$ cat config.mk
export PLATFORM = sky130hd
export DESIGN_NAME = json_string_unescape_utf8
export DESIGN_NICKNAME = d
export VERILOG_FILES = /design/src/rtl/jsu_pkg.sv /design/src/rtl/jsu_fifo.sv /design/src/rtl/jsu_front.sv /design/src/rtl/jsu_back.sv /design/src/rtl/json_string_unescape_utf8.sv
export VERILOG_INCLUDE_DIRS = /design/src /design/src/rtl
export SDC_FILE = /design/constraint.sdc
export NUM_CORES = 1
export LEC_CHECK = 0
export ABC_AREA = 1
export BUFFER_PORTS_ARGS = -buffer_cell sky130_fd_sc_hd__buf_2
export CORE_ASPECT_RATIO = 0.7
export CORE_MARGIN = 3
export CORE_UTILIZATION = 50
export CTS_BUF_LIST = sky130_fd_sc_hd__clkbuf_4 sky130_fd_sc_hd__clkbuf_8
export DETAILED_ROUTE_END_ITERATION = 8
export PLACE_DENSITY = 0.67
export SYNTH_ARGS = -nofsm -noshare
export SYNTH_HDL_FRONTEND = slang
export SYNTH_HIERARCHICAL = 1
export SYNTH_SLANG_ARGS = --single-unit
$ cat constraint.sdc
create_clock -name clk -period 7.5 [get_ports clk]
set_clock_uncertainty 0.1 [all_clocks]
set_input_delay 0.375 -clock clk [delete_from_list [all_inputs] [get_ports clk]]
set_output_delay 0.375 -clock clk [all_outputs]
set_load 0.05 [all_outputs]
$ cat src/rtl/json_string_unescape_utf8_assert.svh
// Assertion macros shared by the JSON string unescape RTL.
`ifndef JSON_STRING_UNESCAPE_UTF8_ASSERT_SVH
`define JSON_STRING_UNESCAPE_UTF8_ASSERT_SVH

// The consequent must hold in the same cycle as the antecedent.
`define JSU_ASSERT_NOW(lbl, ck, rn, ante, cons, msg) \
    lbl: assert property (@(posedge ck) disable iff (!rn) (ante) |-> (cons)) \
        else $error(msg);

// The consequent must hold in the cycle after the antecedent.
`define JSU_ASSERT_NEXT(lbl, ck, rn, ante, cons, msg) \
    lbl: assert property (@(posedge ck) disable iff (!rn) (ante) |=> (cons)) \
        else $error(msg);

`endif

$ cat src/rtl/jsu_pkg.sv
// ----------------------------------------------------------------------------
// jsu_pkg
// Shared types and constants of the JSON string unescape decoder.
// ----------------------------------------------------------------------------
`default_nettype none

package jsu_pkg;

    localparam int CP_W        = 21;
    localparam int QUEUE_DEPTH = 2;

    typedef enum logic [2:0] {
        KIND_DATA   = 3'd0,
        KIND_DONE   = 3'd1,
        KIND_CTRL   = 3'd2,
        KIND_BADESC = 3'd3,
        KIND_BADUNI = 3'd4,
        KIND_UNTESC = 3'd5,
        KIND_UNTSTR = 3'd6
    } kind_t;

    // One request from the decoder to the serializer: a code point with its
    // UTF-8 length minus one, or a single status result.
    typedef struct packed {
        kind_t             kind;
        logic [CP_W-1:0]   cp;
        logic [1:0]        nm1;
    } rec_t;

endpackage

`default_nettype wire

$ cat src/rtl/jsu_fifo.sv
// ----------------------------------------------------------------------------
// jsu_fifo
// Short request queue between the decoder front and the UTF-8 back end.
// ----------------------------------------------------------------------------
`default_nettype none

`include "json_string_unescape_utf8_assert.svh"

module jsu_fifo #(
    parameter int Depth = jsu_pkg::QUEUE_DEPTH
) (
    input  wire logic         clk,
    input  wire logic         rst_n,
    input  wire logic         wr_en,
    input  wire jsu_pkg::rec_t wr_data,
    output logic              full,
    input  wire logic         rd_en,
    output jsu_pkg::rec_t     rd_data,
    output logic              empty
);

    localparam int PtrW = (Depth > 1) ? $clog2(Depth) : 1;
    localparam int CntW = $clog2(Depth + 1);

    jsu_pkg::rec_t   mem [Depth];
    logic [PtrW-1:0] wr_ptr_reg, wr_ptr_next;
    logic [PtrW-1:0] rd_ptr_reg, rd_ptr_next;
    logic [CntW-1:0] count_reg, count_next;

    assign full    = (count_reg == CntW'(Depth));
    assign empty   = (count_reg == '0);
    assign rd_data = mem[rd_ptr_reg];

    always_comb
    begin
        wr_ptr_next = wr_ptr_reg;
        rd_ptr_next = rd_ptr_reg;
        count_next  = count_reg;
        if (wr_en)
        begin
            wr_ptr_next = (wr_ptr_reg == PtrW'(Depth - 1)) ? '0 : wr_ptr_reg + 1'b1;
        end
        if (rd_en)
        begin
            rd_ptr_next = (rd_ptr_reg == PtrW'(Depth - 1)) ? '0 : rd_ptr_reg + 1'b1;
        end
        if (wr_en && !rd_en)
        begin
            count_next = count_reg + 1'b1;
        end
        else if (rd_en && !wr_en)
        begin
            count_next = count_reg - 1'b1;
        end
    end

    always_ff @(posedge clk)
    begin
        if (wr_en)
        begin
            mem[wr_ptr_reg] <= wr_data;
        end
    end

    always_ff @(posedge clk or negedge rst_n)
    begin
        if (!rst_n)
        begin
            wr_ptr_reg <= '0;
            rd_ptr_reg <= '0;
            count_reg  <= '0;
        end
        else
        begin
            wr_ptr_reg <= wr_ptr_next;
            rd_ptr_reg <= rd_ptr_next;
            count_reg  <= count_next;
        end
    end

    `JSU_ASSERT_NOW(a_no_overflow, clk, rst_n, wr_en, !full || rd_en, "queue overflow")
    `JSU_ASSERT_NOW(a_no_underflow, clk, rst_n, rd_en, !empty, "queue underflow")
    `JSU_ASSERT_NEXT(a_count_step, clk, rst_n, wr_en && !rd_en,
                     count_reg == $past(count_reg) + 1'b1, "queue count did not grow")

endmodule

`default_nettype wire

$ cat src/rtl/jsu_front.sv
// ----------------------------------------------------------------------------
// jsu_front
// Decoder front end: tracks the escape state and turns each accepted byte
// into at most one request for the back end.
// ----------------------------------------------------------------------------
`default_nettype none

module jsu_front (
    input  wire logic         clk,
    input  wire logic         rst_n,
    input  wire logic         accept,
    input  wire logic [7:0]   in_byte,
    input  wire logic         end_of_text,
    output logic              rec_valid,
    output jsu_pkg::rec_t     rec
);

    typedef enum logic [2:0] {
        MODE_BODY = 3'd0,
        MODE_ESC  = 3'd1,
        MODE_HEX1 = 3'd2,
        MODE_BSL  = 3'd3,
        MODE_U    = 3'd4,
        MODE_HEX2 = 3'd5
    } mode_t;

    mode_t       mode_reg, mode_next;
    logic [1:0]  hex_cnt_reg, hex_cnt_next;
    logic [11:0] accum_reg, accum_next;
    logic [9:0]  high_reg, high_next;

    logic        is_hex;
    logic [3:0]  hex_val;
    logic [15:0] unit;
    logic [jsu_pkg::CP_W-1:0] pair_cp;
    logic        esc_ok;
    logic [7:0]  esc_byte;

    function automatic logic [1:0] utf8_nm1(input logic [jsu_pkg::CP_W-1:0] cp);
        logic [1:0] n;
        if (cp <= 21'h7f)
        begin
            n = 2'd0;
        end
        else if (cp <= 21'h7ff)
        begin
            n = 2'd1;
        end
        else if (cp <= 21'hffff)
        begin
            n = 2'd2;
        end
        else
        begin
            n = 2'd3;
        end
        return n;
    endfunction

    always_comb
    begin
        is_hex  = 1'b1;
        hex_val = 4'd0;
        if (in_byte >= "0" && in_byte <= "9")
        begin
            hex_val = 4'(in_byte - "0");
        end
        else if (in_byte >= "a" && in_byte <= "f")
        begin
            hex_val = 4'(in_byte - "a" + 8'd10);
        end
        else if (in_byte >= "A" && in_byte <= "F")
        begin
            hex_val = 4'(in_byte - "A" + 8'd10);
        end
        else
        begin
            is_hex = 1'b0;
        end
    end

    always_comb
    begin
        esc_ok   = 1'b1;
        esc_byte = 8'h00;
        case (in_byte)
            8'h22:   esc_byte = 8'h22;
            8'h5c:   esc_byte = 8'h5c;
            8'h2f:   esc_byte = 8'h2f;
            8'h62:   esc_byte = 8'h08;
            8'h66:   esc_byte = 8'h0c;
            8'h6e:   esc_byte = 8'h0a;
            8'h72:   esc_byte = 8'h0d;
            8'h74:   esc_byte = 8'h09;
            default: esc_ok   = 1'b0;
        endcase
    end

    assign unit    = {accum_reg, hex_val};
    assign pair_cp = {1'b0, high_reg, unit[9:0]} + 21'h10000;

    always_comb
    begin
        mode_next    = mode_reg;
        hex_cnt_next = hex_cnt_reg;
        accum_next   = accum_reg;
        high_next    = high_reg;
        rec_valid    = 1'b0;
        rec.kind     = jsu_pkg::KIND_DATA;
        rec.cp       = '0;
        rec.nm1      = 2'd0;

        case (mode_reg)
            MODE_ESC:
            begin
                if (end_of_text)
                begin
                    rec_valid = 1'b1;
                    rec.kind  = jsu_pkg::KIND_UNTESC;
                    mode_next = MODE_BODY;
                end
                else if (in_byte == "u")
                begin
                    mode_next    = MODE_HEX1;
                    hex_cnt_next = 2'd0;
                    accum_next   = '0;
                end
                else if (!esc_ok)
                begin
                    rec_valid = 1'b1;
                    rec.kind  = jsu_pkg::KIND_BADESC;
                    mode_next = MODE_BODY;
                end
                else
                begin
                    rec_valid = 1'b1;
                    rec.cp    = {13'd0, esc_byte};
                    mode_next = MODE_BODY;
                end
            end

            MODE_HEX1, MODE_HEX2:
            begin
                if (end_of_text || !is_hex)
                begin
                    rec_valid = 1'b1;
                    rec.kind  = jsu_pkg::KIND_BADUNI;
                end
                else if (hex_cnt_reg != 2'd3)
                begin
                    accum_next   = unit[11:0];
                    hex_cnt_next = hex_cnt_reg + 2'd1;
                end
                else if (mode_reg == MODE_HEX1)
                begin
                    if (unit[15:10] == 6'b110110)
                    begin
                        high_next = unit[9:0];
                        mode_next = MODE_BSL;
                    end
                    else if (unit[15:10] == 6'b110111)
                    begin
                        rec_valid = 1'b1;
                        rec.kind  = jsu_pkg::KIND_BADUNI;
                    end
                    else
                    begin
                        rec_valid = 1'b1;
                        rec.cp    = {5'd0, unit};
                        rec.nm1   = utf8_nm1({5'd0, unit});
                        mode_next = MODE_BODY;
                    end
                end
                else if (unit[15:10] != 6'b110111)
                begin
                    rec_valid = 1'b1;
                    rec.kind  = jsu_pkg::KIND_BADUNI;
                end
                else
                begin
                    rec_valid = 1'b1;
                    rec.cp    = pair_cp;
                    rec.nm1   = utf8_nm1(pair_cp);
                    mode_next = MODE_BODY;
                end
                if (!(is_hex && !end_of_text && hex_cnt_reg != 2'd3))
                begin
                    hex_cnt_next = 2'd0;
                    accum_next   = '0;
                end
            end

            MODE_BSL:
            begin
                if (end_of_text || in_byte != "\\")
                begin
                    rec_valid = 1'b1;
                    rec.kind  = jsu_pkg::KIND_BADUNI;
                end
                else
                begin
                    mode_next = MODE_U;
                end
            end

            MODE_U:
            begin
                if (end_of_text || in_byte != "u")
                begin
                    rec_valid = 1'b1;
                    rec.kind  = jsu_pkg::KIND_BADUNI;
                end
                else
                begin
                    mode_next    = MODE_HEX2;
                    hex_cnt_next = 2'd0;
                    accum_next   = '0;
                end
            end

            default:
            begin
                mode_next = MODE_BODY;
                if (end_of_text)
                begin
                    rec_valid = 1'b1;
                    rec.kind  = jsu_pkg::KIND_UNTSTR;
                end
                else if (in_byte == "\"")
                begin
                    rec_valid = 1'b1;
                    rec.kind  = jsu_pkg::KIND_DONE;
                end
                else if (in_byte < 8'h20)
                begin
                    rec_valid = 1'b1;
                    rec.kind  = jsu_pkg::KIND_CTRL;
                end
                else if (in_byte == "\\")
                begin
                    mode_next = MODE_ESC;
                end
                else
                begin
                    rec_valid = 1'b1;
                    rec.cp    = {13'd0, in_byte};
                end
            end
        endcase

        // Any status result returns the decoder to its reset state.
        if (rec_valid && rec.kind != jsu_pkg::KIND_DATA)
        begin
            mode_next    = MODE_BODY;
            hex_cnt_next = 2'd0;
            accum_next   = '0;
            high_next    = '0;
        end
        else if (rec_valid && (mode_reg == MODE_HEX2))
        begin
            high_next = '0;
        end
    end

    always_ff @(posedge clk or negedge rst_n)
    begin
        if (!rst_n)
        begin
            mode_reg    <= MODE_BODY;
            hex_cnt_reg <= 2'd0;
            accum_reg   <= '0;
            high_reg    <= '0;
        end
        else if (accept)
        begin
            mode_reg    <= mode_next;
            hex_cnt_reg <= hex_cnt_next;
            accum_reg   <= accum_next;
            high_reg    <= high_next;
        end
    end

endmodule

`default_nettype wire

$ cat src/rtl/jsu_back.sv
// ----------------------------------------------------------------------------
// jsu_back
// UTF-8 back end: takes one request from the queue and hands out its bytes
// one result at a time.
// ----------------------------------------------------------------------------
`default_nettype none

`include "json_string_unescape_utf8_assert.svh"

module jsu_back (
    input  wire logic         clk,
    input  wire logic         rst_n,
    input  wire jsu_pkg::rec_t q_data,
    input  wire logic         q_empty,
    output logic              q_rd,
    output logic [7:0]        out_byte,
    output logic [2:0]        result_kind,
    output logic              last_of_run,
    output logic              empty,
    input  wire logic         pop
);

    jsu_pkg::rec_t cur_reg;
    logic          valid_reg;
    logic [1:0]    idx_reg;
    logic          take;
    logic          load;

    function automatic logic [7:0] utf8_byte(input logic [jsu_pkg::CP_W-1:0] cp,
                                             input logic [1:0] nm1,
                                             input logic [1:0] idx);
        logic [1:0] pos;
        logic [5:0] six;
        logic [7:0] b;
        pos = nm1 - idx;
        case (pos)
            2'd0:    six = cp[5:0];
            2'd1:    six = cp[11:6];
            2'd2:    six = cp[17:12];
            default: six = {3'd0, cp[20:18]};
        endcase
        if (nm1 == 2'd0)
        begin
            b = cp[7:0];
        end
        else if (idx != 2'd0)
        begin
            b = {2'b10, six};
        end
        else
        begin
            case (nm1)
                2'd1:    b = {3'b110, cp[10:6]};
                2'd2:    b = {4'b1110, cp[15:12]};
                default: b = {5'b11110, cp[20:18]};
            endcase
        end
        return b;
    endfunction

    assign empty       = !valid_reg;
    assign last_of_run = (idx_reg == cur_reg.nm1);
    assign result_kind = cur_reg.kind;
    assign out_byte    = utf8_byte(cur_reg.cp, cur_reg.nm1, idx_reg);

    assign take = pop && valid_reg;
    assign load = !valid_reg || (take && last_of_run);
    assign q_rd = load && !q_empty;

    always_ff @(posedge clk)
    begin
        if (q_rd)
        begin
            cur_reg <= q_data;
        end
    end

    always_ff @(posedge clk or negedge rst_n)
    begin
        if (!rst_n)
        begin
            valid_reg <= 1'b0;
            idx_reg   <= 2'd0;
        end
        else if (load)
        begin
            valid_reg <= !q_empty;
            idx_reg   <= 2'd0;
        end
        else if (take)
        begin
            idx_reg <= idx_reg + 2'd1;
        end
    end

    `JSU_ASSERT_NOW(a_status_single, clk, rst_n,
                    valid_reg && (cur_reg.kind != jsu_pkg::KIND_DATA),
                    cur_reg.nm1 == 2'd0 && idx_reg == 2'd0,
                    "status result spans several bytes")
    `JSU_ASSERT_NEXT(a_run_holds, clk, rst_n, take && !last_of_run,
                     valid_reg && idx_reg == $past(idx_reg) + 2'd1,
                     "multi-byte run broken")
    `JSU_ASSERT_NOW(a_idx_bound, clk, rst_n, valid_reg, idx_reg <= cur_reg.nm1,
                    "byte index past end of sequence")

endmodule

`default_nettype wire

$ cat src/rtl/json_string_unescape_utf8.sv
// A byte that yields a result writes a request into the queue; the output stage then
// loads the request from the queue and drives it onto the result ports.
// One input byte is accepted per cycle while the queue is not full; the output stage
// hands out each request's N-byte UTF-8 sequence one byte per pop.
// Reset: rst_n clears the decoder to body mode and empties the queue and output stage.
// ----------------------------------------------------------------------------
// json_string_unescape_utf8
// Decodes a JSON string body into UTF-8 bytes and status results.
// ----------------------------------------------------------------------------
`default_nettype none

module json_string_unescape_utf8 #(
    parameter int QueueDepth = jsu_pkg::QUEUE_DEPTH
) (
    input  wire logic         clk,
    input  wire logic         rst_n,
    input  wire logic         push,
    output logic              full,
    input  wire logic [7:0]   in_byte,
    input  wire logic         end_of_text,
    output logic              empty,
    input  wire logic         pop,
    output logic [7:0]        out_byte,
    output logic [2:0]        result_kind,
    output logic              last_of_run
);

    logic          accept;
    logic          rec_valid;
    jsu_pkg::rec_t rec;
    logic          q_full;
    logic          q_empty;
    logic          q_rd;
    jsu_pkg::rec_t q_data;

    assign full   = q_full;
    assign accept = push && !q_full;

    jsu_front u_front (
        .clk         (clk),
        .rst_n       (rst_n),
        .accept      (accept),
        .in_byte     (in_byte),
        .end_of_text (end_of_text),
        .rec_valid   (rec_valid),
        .rec         (rec)
    );

    jsu_fifo #(
        .Depth (QueueDepth)
    ) u_fifo (
        .clk     (clk),
        .rst_n   (rst_n),
        .wr_en   (accept && rec_valid),
        .wr_data (rec),
        .full    (q_full),
        .rd_en   (q_rd),
        .rd_data (q_data),
        .empty   (q_empty)
    );

    jsu_back u_back (
        .clk         (clk),
        .rst_n       (rst_n),
        .q_data      (q_data),
        .q_empty     (q_empty),
        .q_rd        (q_rd),
        .out_byte    (out_byte),
        .result_kind (result_kind),
        .last_of_run (last_of_run),
        .empty       (empty),
        .pop         (pop)
    );

endmodule

`default_nettype wire

==> results of run 1 <==
[per-layer routing]
metal / share of wire, % / track usage (%)
met5: 0 / 0
met3: 6.9 / 5.753
met1: 46 / 30.48
met2: 44 / 33.87
met4: 2.4 / 7.305
[per-stage QoR]
stage	total power [mW]	setup slack (ps)	area [µm²]	hold slack, ps
2_1_floorplan	1.549	3539	6563	-20.59
5_1_grt	2.170	4241	7004	229.8
4_1_cts	2.065	4527	7004	196.9
3_5_place_dp	1.689	4114	6774	379.8
3_3_place_gp	1.672	4170	6774	368.8
6_report	2.049	4546	7004	209.8
[logic make-up after synthesis]
logic type               Yosys count  synth area share [%]
XOR/XNOR                           5                0.6673
AO/OA/AOI/OAI                     54                 5.377
multiplexers                      26                 5.548
flip-flops                       112                 48.66
adder cells (fa/ha/maj)           13                 2.479
AND/OR/NAND/NOR                  403                 29.51
buffers and inverters            112                 7.760
[cells in the final DEF (no fill, tap or decap), types with 2 or more instances in the layout]
cell and n:
sky130_fd_sc_hd__a31oi_1 4, sky130_fd_sc_hd__o21ai_1 3, sky130_fd_sc_hd__nor4_1 7, sky130_fd_sc_hd__a22oi_1 2
sky130_fd_sc_hd__inv_8 2, sky130_fd_sc_hd__nand3_2 7, sky130_fd_sc_hd__clkinv_8 3, sky130_fd_sc_hd__mux2_2 7
sky130_fd_sc_hd__nand2_1 158, sky130_fd_sc_hd__o21ai_2 2, sky130_fd_sc_hd__inv_4 2, sky130_fd_sc_hd__ha_1 13
sky130_fd_sc_hd__nand2_4 7, sky130_fd_sc_hd__inv_2 14, sky130_fd_sc_hd__clkinv_1 2, sky130_fd_sc_hd__inv_1 74
sky130_fd_sc_hd__mux2_4 19, sky130_fd_sc_hd__nor2_4 4, sky130_fd_sc_hd__edfxtp_1 78, sky130_fd_sc_hd__nor3b_1 2
sky130_fd_sc_hd__nor3_1 17, sky130_fd_sc_hd__o211ai_1 3, sky130_fd_sc_hd__dfrtp_1 34, sky130_fd_sc_hd__nor3_2 2
sky130_fd_sc_hd__a21oi_2 5, sky130_fd_sc_hd__nand4_1 18, sky130_fd_sc_hd__buf_4 4, sky130_fd_sc_hd__nor2_2 9
sky130_fd_sc_hd__o221ai_1 5, sky130_fd_sc_hd__clkbuf_8 9, sky130_fd_sc_hd__a21oi_1 16, sky130_fd_sc_hd__nor2_1 60
sky130_fd_sc_hd__xor2_1 4, sky130_fd_sc_hd__o21ai_0 8, sky130_fd_sc_hd__buf_2 26, sky130_fd_sc_hd__nand3_1 87
sky130_fd_sc_hd__nand2_2 22
[worst max-delay path by stage]
stage | slack [ps] | depth (start not counted) | endpoint
after floorplan | 3540 | 11 | u_fifo/count_reg[1]
after global placement | 4170 | 19 | u_fifo/mem[1][14]
after detailed placement | 4110 | 19 | u_fifo/mem[1][21]
after CTS | 4530 | 19 | u_fifo/mem[1][0]
after global routing | 4240 | 19 | u_fifo/mem[1][17]
final | 4550 | 19 | u_fifo/mem[1][20]
[power by group]
part | switching, mW | internal [mW] | total, mW
sequential | 0.0483 | 0.819 | 0.867
clock | 0.239 | 0.139 | 0.378
combinational | 0.538 | 0.265 | 0.804
[layout make-up]
type / instances / area (µm²)
repair buffers: 31 / 170.2
clock inverters: 7 / 96.34
flip-flops and latches: 112 / 3193
inverters: 92 / 350.3
clock buffers: 9 / 123.9
fillers: 1150 / 5630
multi-input cells: 501 / 2868
well taps: 162 / 202.7
[worst min-delay path, delay by kind of cell]
kind / cells / cell delay (ps)
buf+inv: 2 / 160
simple gates: 2 / 140
==> metrics.csv, run 1 <==
stage,metric,value,unit
hold_path,worst hold stages,4,
power,Pleak,3.054,nW
worst_setup_path,worst setup path startpoint,in_byte[0],
finish,Finished Core Util,55.44,%
worst_setup_path,largest delay contributor family on the critical path,buffers and inverters,
floorplan,Die Ht,101.9,µm
worst_setup_path,Crit path required time,7420,ps
hold_path,hold path startpoint,pop,
route,final routed wire length divided by cell count,16.51,µm
global_route,global-route wire length before repair,25150,µm
synthesis,cell area after synthesis,6563,µm²
sta,share of the clock period used by the worst path,39.38,%
cts,H-tree lvl count,3,
placed_design,number of port buffers,26,
worst_setup_path,R2R setup slack,4720,ps
finish,"Net count, final",773,
sta,Finish-stage setup viols,0,
cts,CTS max path bufs,2,
synthesis,number of enable-type register cells in the synthesized netlist,78,
placed_design,cell count after placement,897,
route,Pre-antenna DRT Iters,5,
worst_setup_path,CP peak stage delay,740,ps
placed_design,gpl congestion,0.9885,
synthesis,share of flip-flops with an asynchronous set or reset after synthesis,30.36,%
floorplan,die area,14560,µm²
sta,Final min period,2954,ps
cts,clock net sink count,112,
synthesis,Avg Synthesized Cell Area,9.052,µm²
route,overall routed net length,15090,µm
placed_design,detailed placer's ending HPWL,11320,µm
synthesis,number of distinct library cells after synthesis,48,
worst_setup_path,CP max FO,26,
floorplan,placeable core region,12630,µm²
global_route,number of antenna violations at the first check in global routing,0,
sta,transition at the pin with the smallest max-transition slack,1019,ps
finish,count of inserted antenna diode cells,0,
finish,fraction of final layout cells with drive strength greater than 1,19.55,%
finish,final cell count without fillers,914,
floorplan,die width,142.9,µm
synthesis,syn_nets,751,
finish,area growth from synthesis to layout,6.730,%
global_route,pin count of the biggest net entering global routing,35,
route,post-route DRC violation count,0,
worst_setup_path,Crit. End Element,flip-flop,
cts,number of buffers created by CTS,9,
cts,clock tree from TritonCTS,done,
sta,remaining max-slew budget at the tightest pin,31.97,%
route,DR vias,5115,
synthesis,cell types with the highest counts after synthesis,"sky130_fd_sc_hd__nand2_1, sky130_fd_sc_hd__nand3_1, sky130_fd_sc_hd__edfxtp_1",
power,power density cells,292.6,nW/µm²
synthesis,sequential area share after synthesis,48.66,%
worst_setup_path,Critical Path Start Type,primary input,
cts,setup repair bufs after CTS,0,
job,count of maximum capacitance violations,0,
floorplan,I/O pins,27,
cts,hold buffer count at cts,1,
synthesis,most instantiated flip-flop cell in the synthesis netlist,sky130_fd_sc_hd__edfxtp_1,
global_route,number of global-route vias before repair,4966,
floorplan,initial standard-cell utilization of the core,51.94,%
cts,post-CTS resize count,0,
hold_path,hold crit path type,primary input to flip-flop,
cts,clk root buf,sky130_fd_sc_hd__clkbuf_8,
synthesis,most used standard cell by instance count after synthesis,sky130_fd_sc_hd__nand2_1,
worst_setup_path,number of buffer and inverter instances along the worst setup path,6,
sta,unrepaired setup endpoints after global routing,no,
floorplan,number of placement rows,34,
global_route,overall overflow remaining after global route,0,
cts,register clock-pin slew on the reported worst setup and hold paths,130,ps
run_status,result of the run,completed,
worst_setup_path,dominant cell type by count on the critical path,sky130_fd_sc_hd__nand2_1,
synthesis,synthesized instance count,725,
finish,Largest register FFs,52,
synthesis,share of Yosys cell area claimed by the top area cell type,35.69,%
worst_setup_path,list of cells traversed by the critical path,buf_2 > inv_1 > ha_1 > inv_1 > nand2_1 > nand2_1 > nand2_2 > nand2_4 > nand2_4 > inv_4 > nor2_4 > o21ai_0 > nand2_1 > nand2_1 > and2_1 > inv_1 > nor2_2 > nand2_1 > inv_1,
route,average via count per standard cell,5.596,
synthesis,largest area contributor in the netlist,sky130_fd_sc_hd__edfxtp_1,
sta,final hold vios,0,
worst_setup_path,Critical Path Slowest Stage Cell,sky130_fd_sc_hd__inv_1,
worst_setup_path,launch instance of the worst register-to-register path,u_front/mode_reg[1],
route,antenna-violating nets left,0,
sta,accumulated negative setup slack,0,ps
synthesis,top cells by area in the synthesized netlist,"sky130_fd_sc_hd__edfxtp_1, sky130_fd_sc_hd__dfrtp_1, sky130_fd_sc_hd__nand2_1",
hold_path,Min-Delay Endpoint,u_back/valid_reg,
synthesis,warning count from the yosys run,6,
sta,Slew Limit Fails,0,
global_route,all-layer global routing usage,21.94,%
worst_setup_path,r2r endpoint,u_fifo/mem[1][20],
route,First DRT Iteration DRCs,396,
worst_setup_path,length in cells of the worst reg-to-reg path,12,
synthesis,number of storage elements in the synthesis netlist,112,
sta,peak clock frequency supported by timing,338.5,MHz
worst_setup_path,data arrival time at the worst-slack endpoint,2870,ps
worst_setup_path,"Worst Path Class, Setup",primary input to flip-flop,
power,Max VDD drop,0.0001062,V
cts,clock latency reported for the late side of the worst-skew pair,400,ps
Power figures use the tool's default switching activity.
==> inputs of run 2 (changes only) <==
--- a/config.mk
+++ b/config.mk
@@ -13,7 +13,7 @@
 export CORE_UTILIZATION = 50
 export CTS_BUF_LIST = sky130_fd_sc_hd__clkbuf_4 sky130_fd_sc_hd__clkbuf_8
 export DETAILED_ROUTE_END_ITERATION = 8
-export PLACE_DENSITY = 0.67
+export PLACE_DENSITY = 0.69
 export SYNTH_ARGS = -nofsm -noshare
 export SYNTH_HDL_FRONTEND = slang
 export SYNTH_HIERARCHICAL = 1
==> constraint.sdc (replaced) <==
create_clock -name clk -period 2.7 [get_ports clk]
set_clock_uncertainty 0.1 [all_clocks]
set_input_delay 0.135 -clock clk [delete_from_list [all_inputs] [get_ports clk]]
set_output_delay 0.135 -clock clk [all_outputs]
set_load 0.05 [all_outputs]
==> run 2 against run 1 <==
  * Cell area is 1.4% higher
  * Non-clock buffer count is 8 higher
  * Final cell count up 0.88%
  * Sequential share of layout area decreased by 0.63 points
  * Largest cell class unchanged
  * Highest routed layer unchanged
==> metrics.csv, run 2 (synthesized netlist as in run 1, its figures left out) <==
stage,metric,value,unit,change
route,final routed wire length divided by cell count,15.58,µm,-5.6%
cts,clock latency reported for the late side of the worst-skew pair,390,ps,about the same
worst_setup_path,dominant cell type by count on the critical path,sky130_fd_sc_hd__nor2_4,,
worst_setup_path,Crit path required time,2880,ps,-4540 ps
sta,Final min period,2512,ps,
finish,Largest register FFs,52,,unchanged
sta,Slew Limit Fails,0,,unchanged
worst_setup_path,Crit. path cell count,13,,-6
floorplan,initial standard-cell utilization of the core,51.94,%,unchanged
worst_setup_path,largest delay contributor family on the critical path,simple AND/OR/NAND/NOR gates,,
floorplan,die area,14560,µm²,unchanged
route,post-route DRC violation count,0,,unchanged
global_route,pin count of the biggest net entering global routing,35,,unchanged
power,Pleak,3.098,nW,+1.4%
route,DR vias,5190,,+1.5%
global_route,all-layer global routing usage,20.71,%,-1.2 points
sta,share of the clock period used by the worst path,93.05,%,
route,First DRT Iteration DRCs,486,,+23%
power,power density cells,801.9,nW/µm²,+170%
sta,peak clock frequency supported by timing,398.0,MHz,
sta,transition at the pin with the smallest max-transition slack,810.0,ps,-209.4 ps
hold_path,worst hold stages,4,,unchanged
placed_design,gpl congestion,0.9473,,-4.2%
worst_setup_path,Critical Path Slowest Stage Cell,sky130_fd_sc_hd__dfrtp_1,,
finish,count of inserted antenna diode cells,0,,unchanged
finish,filler cell count in the final layout,1126,,-2.1%
route,antenna-violating nets left,0,,unchanged
global_route,global-route wire length before repair,23850,µm,-5.2%
worst_setup_path,Crit. End Element,flip-flop,,
floorplan,number of placement rows,34,,unchanged
worst_setup_path,CP peak stage delay,450,ps,-290 ps
worst_setup_path,length in cells of the worst reg-to-reg path,13,,+1
finish,"Net count, final",781,,+1.0%
global_route,number of antenna violations at the first check in global routing,0,,unchanged
worst_setup_path,list of cells traversed by the critical path,inv_2 > nand3_2 > nand2_2 > nor2_4 > nand2_4 > nor2_2 > a21oi_1 > o21ai_2 > nor2_4 > nand4_1 > buf_4 > nand3_1 > nand2_1,,
power,Final Power,5.695,mW,+180%
floorplan,Die Ht,101.9,µm,unchanged
placed_design,number of port buffers,26,,unchanged
worst_setup_path,data arrival time at the worst-slack endpoint,2700,ps,-170 ps
route,Pre-antenna DRT Iters,6,,+1
finish,fraction of final layout cells with drive strength greater than 1,20.39,%,+0.85 points
worst_setup_path,"Worst Path Class, Setup",flip-flop to flip-flop,,
finish,area growth from synthesis to layout,8.217,%,
cts,H-tree lvl count,3,,unchanged
hold_path,hold crit path type,primary input to flip-flop,,
worst_setup_path,CP max FO,7,,-73%
sta,unrepaired setup endpoints after global routing,no,,
worst_setup_path,number of buffer and inverter instances along the worst setup path,2,,-4
cts,CTS max path bufs,2,,unchanged
job,count of maximum capacitance violations,0,,unchanged
cts,clock tree from TritonCTS,done,,
worst_setup_path,Critical Path Start Type,flip-flop,,
placed_design,detailed placer's ending HPWL,10970,µm,-3.1%
floorplan,I/O pins,27,,unchanged
worst_setup_path,R2R setup slack,190,ps,-4530 ps
route,overall routed net length,14370,µm,-4.8%
finish,"most common cell after layout, fill and taps aside",sky130_fd_sc_hd__nand2_1,,
cts,number of buffers created by CTS,9,,unchanged
sta,remaining max-slew budget at the tightest pin,45.32,%,+13 points
run_status,result of the run,completed,,
global_route,overall overflow remaining after global route,0,,unchanged
cts,clock net sink count,112,,unchanged
power,Max VDD drop,0.0003151,V,+200%
floorplan,die width,142.9,µm,unchanged
cts,clk root buf,sky130_fd_sc_hd__clkbuf_8,,
sta,Finish-stage setup viols,0,,unchanged
sta,final hold vios,0,,unchanged
floorplan,placeable core region,12630,µm²,unchanged
finish,most frequent cells in the layout,"sky130_fd_sc_hd__nand2_1, sky130_fd_sc_hd__nand3_1, sky130_fd_sc_hd__edfxtp_1",,
cts,register clock-pin slew on the reported worst setup and hold paths,110,ps,-20 ps
route,average via count per standard cell,5.629,,+0.59%
global_route,number of global-route vias before repair,4985,,+0.38%
sta,accumulated negative setup slack,0,ps,unchanged
-- run 2: cell types whose count changed in the layout (fill, tap and decap cells not counted), sizes merged --
cell	change
buf	+7
clkinv	+2
inv	-2
dlygate4sd3	+1
-- run 2: power breakdown --
| part | leakage (nW) | internal (mW) | switching, mW |
|---|---|---|---|
| sequential | 1.20 | 2.27 | 0.131 |
| clock | 0.107 | 0.374 | 0.615 |
| combinational | 1.79 | 0.796 | 1.51 |
-- run 2: timing repair --
| action | CTS | global route |
|---|---|---|
| endpoints found under the hold margin | 36 | 0 |
| buffers inserted | 0 | 0 |
| endpoints found under the setup margin | 0 | 5 |
| hold buffers | 2 | 0 |
| resized for setup | 0 | 2 |
-- run 2: cell type report --
class	count	area [µm²]	share of cell area, %
flip-flops and latches	112	3193	44.96
multi-input cells	501	2884	40.61
inverters	92	350.3	4.933
repair buffers	39	257.7	3.629
well taps	162	202.7	2.854
clock buffers	9	123.9	1.744
clock inverters	7	90.09	1.268
-- run 2: through the flow --
stage | cells | setup WS, ps | hold slack [ps] | area [µm²] | utilization, %
after CTS | 922 | 203.6 | 95.65 | 7092 | 56.13
after global routing | 922 | 22.96 | 116.6 | 7102 | 56.21
after floorplan | 725 | 3.272 | -260.6 | 6576 | -
after global placement | 904 | 148.7 | 153.5 | 6858 | 54.28
final | 922 | 187.6 | 119.5 | 7102 | 56.21
after detailed placement | 904 | 3.644 | 174.1 | 6858 | 54.28
-- run 2: path summary, 6_finish.rpt --
path                                               end                    from
worst max-delay path               u_front/high_reg[0]     u_front/mode_reg[0]
worst min-delay path                 u_fifo/wr_ptr_reg                    push
worst max register to register     u_front/high_reg[0]     u_front/mode_reg[0]
worst min register to register  u_front/hex_cnt_reg[1]  u_front/hex_cnt_reg[1]
max in group asynchronous          u_front/high_reg[8]                   rst_n
min in group asynchronous            u_back/idx_reg[0]                   rst_n
-- run 2: layer usage --
metal,track usage [%],vias up,wire length [µm]
met5,0,-,0
met4,7.085,0,305
met1,28.65,2431,6696
met3,3.648,28,911
met2,33.44,224,6453
li1,-,2507,-
-- run 2: worst register-to-register path, delay by kind of cell, from the launching register on --
kind / cells / cell delay, ps
simple gates: 9 / 1150
buf+inv: 2 / 390
compound gates: 2 / 330
flops: 1 / 450
